### config.mk
export PLATFORM = sky130hd
export DESIGN_NAME = primality_trial_division_unit_flat
export DESIGN_NICKNAME = d
export VERILOG_FILES = /design/src/hdl/ptd_pkg.sv /design/src/hdl/ptd_if.sv /design/src/hdl/primality_trial_division_unit.sv /design/src/flat_wrapper.sv
export VERILOG_INCLUDE_DIRS = /design/src /design/src/hdl
export SDC_FILE = /design/constraint.sdc
export NUM_CORES = 1
export LEC_CHECK = 0
export BUFFER_PORTS_ARGS = -buffer_cell sky130_fd_sc_hd__buf_2
export CAP_MARGIN = 20
export CORE_ASPECT_RATIO = 1.2
export CORE_MARGIN = 4
export CORE_UTILIZATION = 45
export CTS_CLUSTER_SIZE = 8
export DETAILED_ROUTE_END_ITERATION = 7
export SLEW_MARGIN = 20
export SYNTH_ARGS = -nofsm -noshare
export SYNTH_HDL_FRONTEND = slang
export SYNTH_SLANG_ARGS = --single-unit
export TNS_END_PERCENT = 50
### constraint.sdc
create_clock -name clk_i -period 15.9 [get_ports clk_i]
set_clock_uncertainty 0.1 [all_clocks]
set_input_delay 2.385 -clock clk_i [delete_from_list [all_inputs] [get_ports clk_i]]
set_output_delay 2.385 -clock clk_i [all_outputs]
set_load 0.01 [all_outputs]
### src/hdl/primality_trial_division_unit_assert.svh
// assertion macros shared by the primality trial division unit
// depends on: nothing; files that assert take it by include
`ifndef PRIMALITY_TRIAL_DIVISION_UNIT_ASSERT_SVH
`define PRIMALITY_TRIAL_DIVISION_UNIT_ASSERT_SVH

`ifndef ASSERT_OFF
// checked property, suspended while reset is active
`define PTD_ASSERT(lbl, clk, rstn, prop) \
  lbl: assert property (@(posedge clk) disable iff (!rstn) prop) \
    else $error("primality unit: assertion failed");
// checked property, also evaluated during reset
`define PTD_ASSERT_ALWAYS(lbl, clk, prop) \
  lbl: assert property (@(posedge clk) prop) \
    else $error("primality unit: assertion failed");
`else
`define PTD_ASSERT(lbl, clk, rstn, prop)
`define PTD_ASSERT_ALWAYS(lbl, clk, prop)
`endif

`endif

### src/hdl/ptd_pkg.sv
// package of the primality trial division unit: sequencer state and constants
// depends on: nothing
package ptd_pkg;

  // sequencer states, one-hot
  typedef enum logic [4:0] {
    ST_IDLE = 5'b00001,
    ST_DIV3 = 5'b00010,
    ST_DIVA = 5'b00100,
    ST_DIVB = 5'b01000,
    ST_DONE = 5'b10000
  } state_e;

  // largest value decided by comparison alone, without division
  localparam int unsigned SmallMax  = 3;
  // first divisor of the 6k-1 / 6k+1 sequence
  localparam int unsigned FirstDiv  = 5;
  // step from 6k-1 to 6k+1 and from 6k+1 to the next 6k-1
  localparam int unsigned PairStep  = 2;
  localparam int unsigned NextStep  = 4;
  // divisor used for the multiple-of-three check
  localparam int unsigned ThreeDiv  = 3;

endpackage

### src/hdl/ptd_if.sv
// handshake channels of the primality trial division unit
// depends on: nothing
interface ptd_num_if #(
  parameter int unsigned NUM_WIDTH = 31
) ();
  logic                 valid;
  logic                 ready;
  logic [NUM_WIDTH-1:0] number;

  modport source (output valid, output number, input ready);
  modport sink   (input valid, input number, output ready);
endinterface

interface ptd_res_if ();
  logic valid;
  logic ready;
  logic is_prime;

  modport source (output valid, output is_prime, input ready);
  modport sink   (input valid, input is_prime, output ready);
endinterface

### src/hdl/primality_trial_division_unit.sv
// Primality test by trial division over 6k-1 / 6k+1 divisors. One transaction
// on num_i carries a number; one transaction on res_o answers whether it is
// prime. A single restoring divider produces one quotient bit per cycle, and
// each trial division runs over all NUM_WIDTH dividend bits. Numbers up to 3
// and even numbers are decided on acceptance, without division; others take
// the check by 3 and one division for each trial divisor, the last 6k-1 pass
// of a prime only finding that d*d exceeds the number. A prime takes about
// sqrt(number)/3 trial divisions. The unit holds one number at a time:
// num_i.ready is high only while no number is in work and no result waits.
//
// depends on: ptd_pkg, ptd_if, primality_trial_division_unit_assert.svh
`include "primality_trial_division_unit_assert.svh"

module primality_trial_division_unit #(
  parameter int unsigned NUM_WIDTH = 31
) (
  input  logic       clk_i,
  input  logic       rst_ni,
  ptd_num_if.sink    num_i,
  ptd_res_if.source  res_o
);

  localparam int unsigned CntW = $clog2(NUM_WIDTH);

  ptd_pkg::state_e      state_q, state_d;
  logic [NUM_WIDTH-1:0] num_q, num_d;
  logic [NUM_WIDTH-1:0] div_q, div_d;
  logic [NUM_WIDTH-1:0] rem_q, rem_d;
  logic [NUM_WIDTH-1:0] quo_q, quo_d;
  logic [CntW-1:0]      cnt_q, cnt_d;
  logic                 prime_q, prime_d;

  logic [NUM_WIDTH:0]   trial;
  logic [NUM_WIDTH:0]   diff;
  logic                 fits;
  logic                 last_step;

  // shared divider step: shift in one dividend bit, subtract if it fits
  assign trial     = {rem_q, quo_q[NUM_WIDTH-1]};
  assign diff      = trial - {1'b0, div_q};
  assign fits      = !diff[NUM_WIDTH];
  assign last_step = (cnt_q == '0);

  always_comb begin
    rem_d = fits ? diff[NUM_WIDTH-1:0] : trial[NUM_WIDTH-1:0];
    quo_d = {quo_q[NUM_WIDTH-2:0], fits};
    cnt_d = cnt_q - CntW'(1);
  end

  // sequencer
  always_comb begin
    state_d = state_q;
    num_d   = num_q;
    div_d   = div_q;
    prime_d = prime_q;
    unique case (state_q)
      ptd_pkg::ST_IDLE: begin
        if (num_i.valid) begin
          num_d = num_i.number;
          if (num_i.number <= NUM_WIDTH'(ptd_pkg::SmallMax)) begin
            prime_d = (num_i.number > NUM_WIDTH'(1));
            state_d = ptd_pkg::ST_DONE;
          end else if (!num_i.number[0]) begin
            prime_d = 1'b0;
            state_d = ptd_pkg::ST_DONE;
          end else begin
            div_d   = NUM_WIDTH'(ptd_pkg::ThreeDiv);
            state_d = ptd_pkg::ST_DIV3;
          end
        end
      end
      ptd_pkg::ST_DIV3: begin
        if (last_step) begin
          if (rem_d == '0) begin
            prime_d = 1'b0;
            state_d = ptd_pkg::ST_DONE;
          end else begin
            div_d   = NUM_WIDTH'(ptd_pkg::FirstDiv);
            state_d = ptd_pkg::ST_DIVA;
          end
        end
      end
      ptd_pkg::ST_DIVA: begin
        if (last_step) begin
          // d*d > n exactly when n/d < d
          if (quo_d < div_q) begin
            prime_d = 1'b1;
            state_d = ptd_pkg::ST_DONE;
          end else if (rem_d == '0) begin
            prime_d = 1'b0;
            state_d = ptd_pkg::ST_DONE;
          end else begin
            div_d   = div_q + NUM_WIDTH'(ptd_pkg::PairStep);
            state_d = ptd_pkg::ST_DIVB;
          end
        end
      end
      ptd_pkg::ST_DIVB: begin
        if (last_step) begin
          if (rem_d == '0) begin
            prime_d = 1'b0;
            state_d = ptd_pkg::ST_DONE;
          end else begin
            div_d   = div_q + NUM_WIDTH'(ptd_pkg::NextStep);
            state_d = ptd_pkg::ST_DIVA;
          end
        end
      end
      ptd_pkg::ST_DONE: begin
        if (res_o.ready) begin
          state_d = ptd_pkg::ST_IDLE;
        end
      end
      default: begin
        state_d = ptd_pkg::ST_IDLE;
      end
    endcase
  end

  // control state
  always_ff @(posedge clk_i or negedge rst_ni) begin
    if (!rst_ni) begin
      state_q <= ptd_pkg::ST_IDLE;
    end else begin
      state_q <= state_d;
    end
  end

  // datapath registers; a new division starts whenever the divisor is loaded
  always_ff @(posedge clk_i) begin
    num_q   <= num_d;
    div_q   <= div_d;
    prime_q <= prime_d;
    if (state_d != state_q || (state_q == ptd_pkg::ST_DIVA && state_d == ptd_pkg::ST_DIVA
                               && last_step)) begin
      rem_q <= '0;
      quo_q <= num_d;
      cnt_q <= CntW'(NUM_WIDTH - 1);
    end else begin
      rem_q <= rem_d;
      quo_q <= quo_d;
      cnt_q <= cnt_d;
    end
  end

  assign num_i.ready    = (state_q == ptd_pkg::ST_IDLE);
  assign res_o.valid    = (state_q == ptd_pkg::ST_DONE);
  assign res_o.is_prime = prime_q;

  // checks
  `PTD_ASSERT_ALWAYS(a_not_both_sides, clk_i, !(num_i.ready && res_o.valid))
  `PTD_ASSERT(a_accept_leaves_idle, clk_i, rst_ni,
              num_i.valid && num_i.ready |=> state_q != ptd_pkg::ST_IDLE)
  `PTD_ASSERT(a_result_frees_unit, clk_i, rst_ni,
              res_o.valid && res_o.ready |=> num_i.ready)
  `PTD_ASSERT(a_odd_trial_divisor, clk_i, rst_ni,
              (state_q == ptd_pkg::ST_DIVA || state_q == ptd_pkg::ST_DIVB) |-> div_q[0])
  `PTD_ASSERT(a_prime_is_odd_or_two, clk_i, rst_ni,
              res_o.valid && res_o.is_prime |-> num_q[0] || num_q == NUM_WIDTH'(2))

endmodule
### src/flat_wrapper.sv
// flat-port wrapper written by rule: the top's interface ports become plain ports
module primality_trial_division_unit_flat 
#(
  parameter int unsigned NUM_WIDTH = 31
)
  (clk_i, rst_ni, num_i_valid, num_i_number, num_i_ready, res_o_valid, res_o_is_prime, res_o_ready);
  ptd_num_if #(.NUM_WIDTH(NUM_WIDTH)) num_i_i ();
  ptd_res_if res_o_i ();
  input  logic clk_i;
  input  logic rst_ni;
  input wire logic [$bits(num_i_i.valid)-1:0] num_i_valid;
  input wire logic [$bits(num_i_i.number)-1:0] num_i_number;
  output wire logic [$bits(num_i_i.ready)-1:0] num_i_ready;
  output wire logic [$bits(res_o_i.valid)-1:0] res_o_valid;
  output wire logic [$bits(res_o_i.is_prime)-1:0] res_o_is_prime;
  input wire logic [$bits(res_o_i.ready)-1:0] res_o_ready;
  assign num_i_i.valid = num_i_valid;
  assign num_i_i.number = num_i_number;
  assign num_i_ready = num_i_i.ready;
  assign res_o_valid = res_o_i.valid;
  assign res_o_is_prime = res_o_i.is_prime;
  assign res_o_i.ready = res_o_ready;
  primality_trial_division_unit #(.NUM_WIDTH(NUM_WIDTH)) u_core (.clk_i(clk_i), .rst_ni(rst_ni), .num_i(num_i_i), .res_o(res_o_i));
endmodule
; After elaboration in Yosys (flattened, before gate mapping)
; Cells that the tools add are included.
[totals]
input_bits = 35
elab_cells = 77
ramBits = 0
latchBits = 0
out_inout_bits = 3
rom_bits = 0
reg_bits = 135
memories = 0
[op_classes]
add_sub_neg = 4
eq_ne = 19
n_mux = 33
shifts = 0
reduce_logical = 11
n_lt_le_gt_ge = 3
div = 0
mul = 0
n_bitwise = 0
[op_table]
columns = operator, n
row1 = $mux W31, 14
row2 = $pmux W31 S4, 1
row3 = $mux W5, 9
row4 = $sub A32 B31 Y32, 1
row5 = $add A31 B2 Y31 const B, 1
row6 = $add A31 B3 Y31 const B, 1
row7 = $gt A31 B1 Y1 const B, 1
row8 = $le A31 B2 Y1 const B, 1
row9 = $logic_not A31 Y1, 1
row10 = $lt A31 B31 Y1, 1
row11 = $pmux W5 S4, 1
row12 = $ne A2 B2 Y1 const B, 7
row13 = $reduce_and A11 Y1, 1
row14 = $eq A5 B3 Y1 const B, 2
row15 = $ne A2 B1 Y1 const B, 4
row16 = $mux W1, 7
row17 = $eq A5 B1 Y1 const B, 1
row18 = $eq A5 B2 Y1 const B, 1
row19 = $eq A5 B4 Y1 const B, 1
row20 = $eq A5 B5 Y1 const B, 1
row21 = $logic_not A5 Y1, 1
row22 = $ne A5 B5 Y1, 1
row23 = $reduce_and A5 Y1, 1
row24 = $sub A5 B1 Y5 const B, 1
row25 = 8 further kinds, 9

; Logic depth before layout (Yosys ltp)
; Gate-level depths: netlist of run 1.
[logic_depth]
depth_word = 12
ltp_mapped = 14
mapped_depth_nobuf = 14

; Worst setup path after synthesis of run 1
; OpenSTA, ideal clock, no wires.
[synth_timing]
kind = flip-flop to flip-flop
startpoint = reg u_core.div_q[25]
endpoint = reg u_core.div_q[10] (enable)
slack_ns = 10.173
arrival_ns = 5.167
stages_incl_launch_ff = 13
setup_ns = 0.460
path_buffers = 1
period_less_slack_ns = 5.727
required_time_ns = 15.340
path_cell_list = edfxtp_1 inv_1 ha_1 clkbuf_1 and3_1 and2_1 a221o_1 a221o_1 or2_2 o211a_1 a41oi_1 a211oi_4 a211oi_1
[synth_via]
elab_chain_len = 5
word_cells_on_any_way = 10
cone_classes = add/sub (1) / order compare (1) / eq/ne (4) / mux (1) / reduce/logical (3)
[synth_lines]
columns = element, line_no
row1 = from (decl), primality_trial_division_unit.sv:27  ; logic [NUM_WIDTH-1:0] div_q, div_d;
row2 = from (signal assigned), primality_trial_division_unit.sv:132  ; div_q <= div_d;
row3 = $sub A32 B31 Y32, primality_trial_division_unit.sv:40  ; assign diff = trial - {1'b0, div_q};
row4 = $logic_not A1 Y1 or $mux W31 (tied branches), "primality_trial_division_unit.sv:41, primality_trial_division_unit.sv:45"
row5 = $lt A31 B31 Y1 or $logic_not A31 Y1 (tied branches), --
row6 = $ne A2 B2 Y1 (no line), --
row7 = $reduce_and A11 Y1 (no line) *, --
; Mark *: on every way between the ends. The rest lies on a longest branch, timed or not.
; A chain may end at the register's enable or synchronous reset.

; Worst setup path after layout of run 1
[layout_timing]
startpoint = reg u_core.div_q[24]
endpoint = reg u_core.div_q[18] (enable)
; Same word-level chain as after synthesis.

==> results by group, run 1 <==
Status
  – Status: finished clean

STA
  – Final hold violation count: 0
  – Setup total negative slack: 0 ps
  – Fmax: 199.9 MHz
  – Worst-Margin Slew: 1053 ps
  – Final min period: 5004 ps
  – Pins over their slew limit: 0
  – Worst setup margin: 10900 ps
  – Hold slack: 350.0 ps
  – Setup repair after global routing missed its margin: false
  – Share of the cycle needed by the critical path after routing: 0.3147
  – Worst slew slack as a fraction of its limit: 0.2967
  – Number of failing setup endpoints in the final timing report: 0

Worst setup path
  – Required time at the worst-slack endpoint: approximately 16000 ps
  – Worst reg-to-reg setup slack: 10900 ps
  – CP max stage cell: sky130_fd_sc_hd__a41oi_1
  – Cells along the critical path: inv_1 > ha_1 > and3_1 > and2_1 > a221o_1 > a221o_1 > or2_2 > o211a_1 > a41oi_1 > a211oi_4 > a211oi_4 > buf_4
  – Capturing element type of the critical path: flip-flop
  – Startpoint types: flip-flop
  – Critical path type: flip-flop to flip-flop
  – Crit-path max FO: 29
  – Data arrival time of the worst path: 4980 ps
  – Delay contributed by the slowest stage of the critical path: 630 ps

Placement
  – Number of port buffers: 37
  – Routability congestion estimate from global placement: 0.9019
  – Final HPWL DP: 19330 um
  – Post-Place Cells: 1178
  – Worst slack after detailed placement: 10990 ps

Detailed routing
  – Wire length per cell after detailed routing: a little over 20 um
  – Number of vias per cell: about 6
  – Number of iterations in the first detailed-routing pass: 7
  – Wire length reported by the detailed router: 24670 um
  – Number of design-rule violations left by the first detailed-router iteration: ~570
  – Post-DRT Antenna Nets: 0
  – Post-route DRC: 0
  – Count of vias placed by the detailed router: 7449

Cells and area
  – Final cell count without fillers: around 1200
  – Fill count: 1718
  – Antenna fix cells: 0
  – Final layout net count: 1073
  – Sequential Area: 3049 sq um
  – Combined area of the multi-input logic cells: 5040 sq um
  – Relative area change from synthesis to final layout: 11.62%
  – Post-Route Utilization: 0.5117
  – Layout cell share with drive strength beyond 1: 0.1562

Power
  – Switching Share: 0.4129
  – Static leakage power: 0.003778 uW
  – Internal Power: 1031 uW
  – Combinational group share of total power: 0.439
  – Power density normalized to cell area: 188.2 nW/um^2
  – Clock network power share: 0.220
  – Net switching power: 725.3 uW
  – Peak supply drop: 87.32 uV
  – Sequential Power Share: 0.341

Synthesis
  – Number of library cell types mapped by synthesis: 72
  – Share of synthesized area occupied by flip-flops and latches: 0.3646
  – Proportion of register bits with asynchronous set or reset after synthesis: 0.03704
  – Count of yosys warnings during synthesis: 0
  – Share of the synthesized area in the top cell type: 0.2346
  – Number of enable-type register cells in the synthesized netlist: 32
  – Post-Syn Area: 8363 sq um
  – Primary FF master, synth: sky130_fd_sc_hd__dfxtp_1
  – Leading post-synthesis cells by cell area: sky130_fd_sc_hd__dfxtp_1 23%, sky130_fd_sc_hd__edfxtp_1 11%, sky130_fd_sc_hd__ha_1 9.6%
  – Number of nets produced by synthesis: approximately 1100
  – Cell taking the most area after synthesis: sky130_fd_sc_hd__dfxtp_1
  – Instance count of the mapped netlist: 950
  – #FFs+latches synth: 135
  – Post-Synthesis Mean Instance Area: 8.803 sq um

Die
  – Die width: 132.4 um
  – Num rows: 54
  – DIE AREA: between 20000 and 25000 sq um
  – Die boundary height: 157.3 um
  – Starting utilization of the core area: 0.4584
  – Floorplan core area: around 18000 sq um
  – Ports: 38

Global routing
  – Maximum number of pins on one net before global-route repair: 47
  – Antenna violations before repair: 0
  – Total GRT Usage: 0.2351
  – Residual overflow from global routing: 0
  – Global-route wire length before repair: ~38000 um
  – Via count of the first global-routing pass: roughly 7000

Clock tree
  – Clock root buffer: sky130_fd_sc_hd__clkbuf_16
  – Sink Count: 135
  – Clock slew at the register clock pins of the worst setup and hold paths: 70 ps
  – Post-CTS Hold Buffers: 0
  – Clock insertion delay at the later pin of the skew report: 430 ps
  – Htree depth: 4
  – CTS tree: done
  – Post-CTS Setup Bufs: 0
  – Post-CTS Resized: 0
  – Maximum clock path buffer count: 2
  – Clock buffers created by TritonCTS: 17

Hold path
  – Hold Path Class: flip-flop to flip-flop

Job
  – Max-cap check violation count: 0
[cell type report]
cell class / instances / share of cell area
clock inverter: 15 / 0.01675
clock buffer: 17 / 0.04557
multi-input combinational: 734 / 0.5399
timing repair buffer: 42 / 0.02386
inverter: 43 / 0.01729
tap: 224 / 0.03002
sequential: 135 / 0.3266
[critical path: cells and delay by family, from the launching register on]
kind	cells	cell delay [ps]
buffers and inverters	2	550
flip-flops	1	450
AND/OR/NAND/NOR	3	850
AO/OA/AOI/OAI	6	2270
adder cells (fa/ha/maj)	1	390
[cells by family after synthesis]
group	after synthesis	share of synthesized area
simple gates	321	0.1888
compound gates	256	0.1960
flops	135	0.3646
buf+inv	81	0.03725
fa+ha+maj	65	0.09815
mux	64	0.08588
xor+xnor	28	0.02932
[cell usage in the layout (no fill, tap or decap), drive strengths merged, types with 9 or more instances in the layout]
cell type / n
ha: 64
nand2: 100
nor3: 22
nand4: 23
o21ai: 55
dfxtp: 98
nor2: 69
and2: 11
nor4: 17
a21o: 15
mux2: 62
nand3: 25
nor2b: 9
xnor2: 20
a31oi: 19
clkbuf: 17
buf: 42
a21oi: 87
edfxtp: 32
inv: 52
[power groups by stage]
stage	clock network (uW)	logic [uW]	registers (uW)
final	386	771	599
after global routing	407	858	614
after CTS	392	770	599
after detailed placement	0	766	606
after global placement	0	766	604
after floorplan	0	574	570
[metal layers]
metal	GRT usage	vias to the layer above	routed length, um
met5	0	-	0
met4	0.1114	0	909
met3	0.03932	54	1397
met2	0.4036	284	11840
met1	0.2891	3525	10530
li1	-	3586	-
[cells in the mapped netlist, drive strengths merged, types with 5 or more instances]
master and count:
nand2 100, dfxtp 98, a21oi 87, nor2 69, ha 64, mux2 62
o21ai 55, inv 43, edfxtp 32, clkbuf 28, nand3 25, nand4 23
nor3 22, xnor2 20, a31oi 19, nor4 17, a21o 15, and2 11
buf 10, nor2b 9, a211oi 8, nand2b 8, o211ai 8, or3 8
xor2 8, a311oi 7, and3 7, and4 6, o21a 6, o21bai 5
[worst paths after layout]
kind / start / to / cells after the start
setup / recovery: u_core.div_q[24]$_DFFE_PP_ / u_core.div_q[18]$_DFFE_PP_ / 12
min in group asynchronous: rst_ni / u_core.state_q[1]$_DFF_PN0_ / 1
setup reg to reg: u_core.div_q[24]$_DFFE_PP_ / u_core.div_q[18]$_DFFE_PP_ / 12
max in group asynchronous: rst_ni / u_core.state_q[0]$_DFF_PN1_ / 1
hold / removal: u_core.cnt_q[0]$_SDFF_PP0_ / u_core.cnt_q[0]$_SDFF_PP0_ / 1
hold reg to reg: u_core.cnt_q[0]$_SDFF_PP0_ / u_core.cnt_q[0]$_SDFF_PP0_ / 1
[sequential cells by signal, indices dropped and copies added (netlist names)]
name	count
u_core.res_o.is_prime	1
u_core.div_q	31
u_core.num_q	31
u_core.rem_q	31
u_core.state_q	5
u_core.quo_q	31
u_core.cnt_q	5
[per-stage QoR]
step           instance area, sq um  total power, uW
2_1_floorplan                  8363             1144
3_3_place_gp                   8753             1370
3_5_place_dp                   8753             1372
4_1_cts                        9335             1761
5_1_grt                        9335             1879
6_report                       9335             1757
Power figures use the tool's default switching activity.
==> run 2: changes to the inputs <==
Settings changed: ABC_AREA set to 1.
Clock period 15.9 ns to 4.37 ns, I/O delays scaled along.
==> results by group, run 2 <==
Clock tree
  – Clock slew at the register clock pins of the worst setup and hold paths: 60 ps (about the same)
  – Clock insertion delay at the later pin of the skew report: 420 ps (about the same)
  – CTS tree: done
  – Sink Count: 135 (unchanged)
  – Clock buffers created by TritonCTS: 17 (unchanged)
  – Htree depth: 4 (unchanged)
  – Post-CTS Setup Bufs: 0 (unchanged)
  – Maximum clock path buffer count: 2 (unchanged)
  – Clock root buffer: sky130_fd_sc_hd__clkbuf_16

Placement
  – Routability congestion estimate from global placement: 1.005 (+11%)
  – Final HPWL DP: 22330 um (+16%)
  – Number of port buffers: 37 (unchanged)

Global routing
  – Residual overflow from global routing: 0 (unchanged)
  – Antenna violations before repair: 0 (unchanged)
  – Maximum number of pins on one net before global-route repair: 45 (-4.3%)
  – Global-route wire length before repair: 45330 um (+18%)
  – Total GRT Usage: 0.2392 (+0.004084)
  – Via count of the first global-routing pass: 9017 (+28%)

Synthesis
  – Number of nets produced by synthesis: 1602 (+53%)
  – Top-count cell post-synth: sky130_fd_sc_hd__nand2_1
  – Primary FF master, synth: sky130_fd_sc_hd__dfxtp_1
  – Proportion of register bits with asynchronous set or reset after synthesis: 0.03704 (unchanged)
  – Post-Synthesis Mean Instance Area: 6.339 sq um (-28%)
  – Most used standard cells in the synthesized netlist: 582 x sky130_fd_sc_hd__nand2_1, 212 x sky130_fd_sc_hd__inv_1, 172 x sky130_fd_sc_hd__nor2_1
  – Share of the synthesized area in the top cell type: 0.2294 (-0.005155)
  – Count of yosys warnings during synthesis: 0 (unchanged)
  – Share of synthesized area occupied by flip-flops and latches: 0.3202 (-0.04437)
  – Number of enable-type register cells in the synthesized netlist: 32 (unchanged)
  – Post-Syn Area: 9522 sq um (+14%)
  – Cell taking the most area after synthesis: sky130_fd_sc_hd__nand2_1
  – Leading post-synthesis cells by cell area: sky130_fd_sc_hd__nand2_1 23%, sky130_fd_sc_hd__dfxtp_1 21%, sky130_fd_sc_hd__edfxtp_1 10%
  – Instance count of the mapped netlist: 1502 (+58%)
  – #FFs+latches synth: 135 (unchanged)
  – Number of library cell types mapped by synthesis: 53 (-26%)

Die
  – Ports: 38 (unchanged)
  – DIE AREA: 23560 sq um (+13%)
  – Num rows: 58 (+7.4%)
  – Die width: 140.8 um (+6.3%)
  – Floorplan core area: 20900 sq um (+15%)
  – Die boundary height: 167.3 um (+6.4%)
  – Starting utilization of the core area: 0.4556 (-0.002857)

Detailed routing
  – Count of vias placed by the detailed router: 9262 (+24%)
  – Number of design-rule violations left by the first detailed-router iteration: 660 (+16%)
  – Number of iterations in the first detailed-routing pass: 7 (unchanged)
  – Post-DRT Antenna Nets: 0 (unchanged)
  – Wire length reported by the detailed router: 27670 um (+12%)
  – Post-route DRC: 0 (unchanged)
  – Wire length per cell after detailed routing: 15.10 um (-26%)
  – Number of vias per cell: 5.053 (-18%)

Worst setup path
  – Cells along the critical path: inv_1 > ha_1 > nand2_1 > nor2_1 > nand2_1 > nor2_1 > nand2_4 > nand3_2 > nand2_8 > o21ai_0 > nand2_1 > nor2_1 > nand2_1 > nor2_2 > nand2_2 > o21ai_2 > nor2_4 > buf_12
  – Reg-to-reg startpoint: u_core.div_q[20]$_DFFE_PP_
  – Endpoint of the lowest-slack register-to-register path: u_core.div_q[14]$_DFFE_PP_
  – Startpoint types: flip-flop
  – Required time at the worst-slack endpoint: 4440 ps (-11440 ps)
  – CP max stage cell: sky130_fd_sc_hd__ha_1
  – Data arrival time of the worst path: 4000 ps (-980 ps)
  – Critical path type: flip-flop to flip-flop
  – Worst setup path startpoint: u_core.div_q[20]$_DFFE_PP_
  – Number of cell instances on the worst register-to-register path: 18 (+6)
  – Crit-path max FO: 36 (+24%)
  – Capturing element type of the critical path: flip-flop
  – Worst reg-to-reg setup slack: 440 ps (-10450 ps)
  – Worst setup endpoint: u_core.div_q[14]$_DFFE_PP_
  – Dominant cell type by count on the critical path: sky130_fd_sc_hd__nand2_1
  – Delay contributed by the slowest stage of the critical path: 420 ps (-210 ps)

STA
  – Final min period: 3926 ps (-1078 ps)
  – Setup total negative slack: 0 ps (unchanged)
  – Fmax: 254.7 MHz (+27%)
  – Worst slew slack as a fraction of its limit: 0.4985 (+0.2018)
  – Worst-Margin Slew: 745.4 ps (-307.2 ps)
  – Setup repair after global routing missed its margin: false
  – Number of failing setup endpoints in the final timing report: 0 (unchanged)
  – Hold slack: 348.5 ps (-1.486 ps)
  – Share of the cycle needed by the critical path after routing: 0.8983 (+0.5836)
  – Pins over their slew limit: 0 (unchanged)
  – Final hold violation count: 0 (unchanged)

Power
  – Power density normalized to cell area: 611.4 nW/um^2 (+220%)
  – Power, Total: 6545 uW (+270%)
  – Peak supply drop: 326.9 uV (+270%)
  – Static leakage power: 0.005418 uW (+43%)

Cells and area
  – Final layout net count: 1651 (+54%)
  – Top library cells by usage in the layout, fill and taps aside: 582 x sky130_fd_sc_hd__nand2_1, 212 x sky130_fd_sc_hd__inv_1, 169 x sky130_fd_sc_hd__nor2_1
  – Layout cell share with drive strength beyond 1: 0.08125 (-0.07493)
  – Antenna fix cells: 0 (unchanged)
  – Fill count: 2207 (+28%)
  – Most frequent standard cell in the layout excluding fill and tap cells: sky130_fd_sc_hd__nand2_1
  – Relative area change from synthesis to final layout: 12.43%

Status
  – Status: finished clean

Hold path
  – Hold Path Class: flip-flop to flip-flop

Job
  – Max-cap check violation count: 0 (unchanged)
run 2: changes by cell type after synthesis, sizes merged, moves of 9 or more:
| cell | before | now |
|---|---|---|
| nand2 | 100 | 596 |
| mux2 | 62 | 0 |
| nor3 | 22 | 34 |
| a31oi | 19 | 1 |
| and2 | 11 | 1 |
| nand4 | 23 | 12 |
| nand3 | 25 | 49 |
| nor2b | 9 | 0 |
| nor2 | 69 | 177 |
| clkbuf | 28 | 16 |
| a21oi | 87 | 51 |
| a21o | 15 | 3 |
| inv | 43 | 222 |
run 2: worst max-delay path: cells and delay by family (launching register included):
| kind | cells | cell delay, ps |
|---|---|---|
| buffers and inverters | 2 | 330 |
| DFF | 1 | 390 |
| and+or+nand+nor | 13 | 1930 |
| adders and majority gates | 1 | 420 |
| AOI/OAI and AO/OA | 2 | 510 |
run 2: worst min path at each step:
| stage | startpoint | cells past startpoint | endpoint | slack, ps |
|---|---|---|---|---|
| floorplan | rst_ni | 0 | u_core.state_q[1]$_DFF_PN0_ | 260 |
| global placement | u_core.num_q[11]$_DFF_P_ | 2 | u_core.num_q[11]$_DFF_P_ | 330 |
| detailed placement | u_core.num_q[14]$_DFF_P_ | 2 | u_core.num_q[14]$_DFF_P_ | 330 |
| CTS | u_core.num_q[14]$_DFF_P_ | 2 | u_core.num_q[14]$_DFF_P_ | 350 |
| global route | u_core.num_q[14]$_DFF_P_ | 2 | u_core.num_q[14]$_DFF_P_ | 370 |
| finish | u_core.num_q[18]$_DFF_P_ | 2 | u_core.num_q[18]$_DFF_P_ | 350 |
run 2: cell type report:
cell class,count,area [sq um],area share
tap,270,337.8,0.03156
clock buffer,19,475.5,0.04441
inverter,225,844.6,0.07889
multi-input combinational,1118,5520,0.5157
timing repair buffer,54,340.3,0.03179
sequential,135,3049,0.2848
clock inverter,12,137.6,0.01286
run 2: kinds of logic after synthesis:
logic type	share of synthesized area
AOI/OAI and AO/OA	0.08844
adders and majority gates	0.08620
DFF	0.3202
and+or+nand+nor	0.3842
buffers and inverters	0.1025
xor gates and xnor gates	0.01840
run 2: where the power goes:
part           internal (uW)  leakage, uW  switching, uW  total [uW]
registers               1800      0.00118            289        2090
clock network            912     0.000304            580        1490
logic                    943      0.00393           2020        2960
run 2: what timing repair did:
action | in CTS | in global routing
gates resized for setup | 0 | 1
hold endpoints to repair | 4 | 0
setup endpoints to repair | 0 | 16
hold buffers | 1 | 0
run 2: per-layer routing:
| metal | GRT usage | share of wire | vias up |
|---|---|---|---|
| met5 | 0 | 0 | - |
| met1 | 0.2983 | 0.45 | 4159 |
| met4 | 0.09229 | 0.033 | 0 |
| met3 | 0.02599 | 0.027 | 55 |
| met2 | 0.4219 | 0.49 | 198 |
| li1 | - | - | 4850 |
run 2: per-stage QoR:
stage                     std cells  setup WS (ps)  instance area, sq um    util
after floorplan                1502          252.8                  9522       -
after global placement         1801          264.8                 10080  0.4822
after detailed placement       1801          255.4                 10080  0.4822
after CTS                      1833          262.0                 10700  0.5120
after global routing           1833          89.98                 10710  0.5122
final                          1833          444.4                 10710  0.5122
==> run 3: changes to the inputs <==
Settings changed: CORE_UTILIZATION 45 to 48, PLACE_DENSITY set to 0.67.
==> results by group, run 3 (synthesized netlist as in run 2, its figures left out) <==
Global routing
  – Antenna violations before repair: 0 (unchanged)
  – Via count of the first global-routing pass: 9079 (+0.69%)
  – Maximum number of pins on one net before global-route repair: 37 (-18%)
  – Residual overflow from global routing: 0 (unchanged)
  – Total GRT Usage: 0.2538 (+0.01458)
  – Global-route wire length before repair: 44610 um (-1.6%)

Worst setup path
  – Delay contributed by the slowest stage of the critical path: 490 ps (+70 ps)
  – Cells along the critical path: inv_1 > ha_1 > nand2_1 > inv_1 > nand2_1 > nand2_1 > inv_2 > nand2_1 > a21oi_4 > nand3_2 > nand2_8 > o21ai_0 > nand2_1 > nor2_1 > nand2_1 > nor2_2 > nand3_1 > nand2_1 > inv_1 > nand2_1 > nor2_4 > buf_12
  – Capturing element type of the critical path: flip-flop
  – Number of cell instances on the worst register-to-register path: 22 (+4)
  – Critical path type: flip-flop to flip-flop
  – Dominant cell type by count on the critical path: sky130_fd_sc_hd__nand2_1
  – Endpoint of the lowest-slack register-to-register path: u_core.div_q[24]$_DFFE_PP_
  – Worst reg-to-reg setup slack: 400 ps (-40 ps)
  – Crit-path max FO: 36 (unchanged)
  – CP max stage cell: sky130_fd_sc_hd__edfxtp_1
  – Required time at the worst-slack endpoint: 4390 ps (-50 ps)
  – Reg-to-reg startpoint: u_core.div_q[22]$_DFFE_PP_
  – Data arrival time of the worst path: 3990 ps (about the same)
  – Startpoint types: flip-flop

Clock tree
  – Maximum clock path buffer count: 2 (unchanged)
  – Clock root buffer: sky130_fd_sc_hd__clkbuf_16
  – Clock buffers created by TritonCTS: 17 (unchanged)
  – CTS tree: done
  – Clock slew at the register clock pins of the worst setup and hold paths: 70 ps (about the same)
  – Clock insertion delay at the later pin of the skew report: 430 ps (about the same)
  – Htree depth: 4 (unchanged)
  – Post-CTS Setup Bufs: 0 (unchanged)
  – Sink Count: 135 (unchanged)

Die
  – Die width: 136.6 um (-3.0%)
  – Die boundary height: 162.3 um (-3.0%)
  – Starting utilization of the core area: 0.4871 (+0.03149)
  – DIE AREA: 22160 sq um (-5.9%)
  – Ports: 38 (unchanged)
  – Floorplan core area: 19550 sq um (-6.5%)
  – Num rows: 56 (-3.4%)

Power
  – Peak supply drop: 364.8 uV (+12%)
  – Static leakage power: 0.005416 uW (about the same)
  – Power density normalized to cell area: 609.6 nW/um^2 (-0.28%)

STA
  – Setup repair after global routing missed its margin: false
  – Final hold violation count: 0 (unchanged)
  – Setup total negative slack: 0 ps (unchanged)
  – Fmax: 252.0 MHz (-1.1%)
  – Pins over their slew limit: 0 (unchanged)
  – Final min period: 3969 ps (+43.03 ps)
  – Hold slack: 344.1 ps (-4.395 ps)
  – Number of failing setup endpoints in the final timing report: 0 (unchanged)
  – Worst slew slack as a fraction of its limit: 0.5290 (+0.03057)
  – Share of the cycle needed by the critical path after routing: 0.9082 (+0.009847)
  – Worst-Margin Slew: 700.0 ps (-45.43 ps)

Hold path
  – Hold path cells: 2 (unchanged)
  – Startpoint of the tightest hold check path: u_core.num_q[11]$_DFF_P_
  – Hold Path Class: flip-flop to flip-flop
  – WHS Endpoint: u_core.num_q[11]$_DFF_P_

Cells and area
  – Final cell count without fillers: 1827 (-0.33%)
  – Post-Route Utilization: 0.5470 (+0.03483)
  – Layout cell share with drive strength beyond 1: 0.08238 (+0.001121)
  – Relative area change from synthesis to final layout: 12.31%
  – Most frequent standard cell in the layout excluding fill and tap cells: sky130_fd_sc_hd__nand2_1
  – Final layout net count: 1653 (+0.12%)
  – Top library cells by usage in the layout, fill and taps aside: 582 x sky130_fd_sc_hd__nand2_1, 212 x sky130_fd_sc_hd__inv_1, 169 x sky130_fd_sc_hd__nor2_1
  – Antenna fix cells: 0 (unchanged)

Detailed routing
  – Number of vias per cell: 5.121 (+1.3%)
  – Wire length reported by the detailed router: 27050 um (-2.2%)
  – Post-route DRC: 0 (unchanged)
  – Wire length per cell after detailed routing: 14.81 um (-1.9%)
  – Count of vias placed by the detailed router: 9356 (+1.0%)
  – Post-DRT Antenna Nets: 0 (unchanged)
  – Number of iterations in the first detailed-routing pass: 6 (-1)
  – Number of design-rule violations left by the first detailed-router iteration: 570 (-14%)

Status
  – Status: finished clean

Placement
  – Number of port buffers: 37 (unchanged)
  – Routability congestion estimate from global placement: 0.9779 (-2.7%)
  – Post-Place Cells: 1794 (-0.39%)
  – Final HPWL DP: 21920 um (-1.8%)

Job
  – Max-cap check violation count: 0 (unchanged)
==> run 3: cell type report <==
cell class | instances | area (sq um)
clock inverter | 13 | 156.4
sequential | 135 | 3049
inverter | 225 | 844.6
multi-input combinational | 1118 | 5520
clock buffer | 19 | 454.2
tap | 261 | 326.6
timing repair buffer | 56 | 342.8
fill | 1929 | 8855
==> run 3: how the worst max path moves through the flow <==
stage,startpoint,endpoint,slack (ps)
after floorplan,u_core.div_q[5]$_DFFE_PP_,u_core.div_q[10]$_DFFE_PP_,250
after global placement,u_core.div_q[22]$_DFFE_PP_,u_core.div_q[6]$_DFFE_PP_,200
after detailed placement,u_core.div_q[5]$_DFFE_PP_,u_core.div_q[6]$_DFFE_PP_,190
after CTS,u_core.div_q[5]$_DFFE_PP_,u_core.div_q[9]$_DFFE_PP_,170
after global routing,u_core.div_q[22]$_DFFE_PP_,u_core.div_q[24]$_DFFE_PP_,60
final,u_core.div_q[22]$_DFFE_PP_,u_core.div_q[24]$_DFFE_PP_,400
==> run 3: stage by stage <==
stage	cell area, sq um	total power (uW)	setup slack, ps
2_1_floorplan	9522	4129	252.8
3_3_place_gp	10070	4974	199.7
4_1_cts	10690	6531	166.8
6_report	10690	6519	401.3
5_1_grt	10690	7096	64.13
3_5_place_dp	10070	5009	187.0
==> run 3: routing by layer <==
| layer | vias to the layer above | share of wire | global-route usage |
|---|---|---|---|
| li1 | 4849 | - | - |
| met1 | 4183 | 0.43 | 0.3077 |
| met2 | 260 | 0.49 | 0.4473 |
| met3 | 64 | 0.040 | 0.03036 |
| met4 | 0 | 0.041 | 0.1118 |
| met5 | - | 0 | 0 |
==> run 3: what timing repair did <==
item / 4_1_cts / 5_1_grt
endpoints found under the setup margin: 0 / 29
hold buffers: 1 / 0
hold endpoints to repair: 4 / 0
gates resized for setup: 0 / 1
==> run 3: worst max-delay path, delay by kind of cell, from the launching register on <==
kind	cells	cell delay [ps]
AO/OA/AOI/OAI	2	400
adder cells (fa/ha/maj)	1	320
buffers and inverters	5	570
flip-flops	1	490
AND/OR/NAND/NOR	14	1770
==> run 3: power breakdown <==
group          switching (uW)  internal, uW  total, uW
Sequential                290          1800       2090
Combinational            1990           941       2940
Clock                     599           892       1490
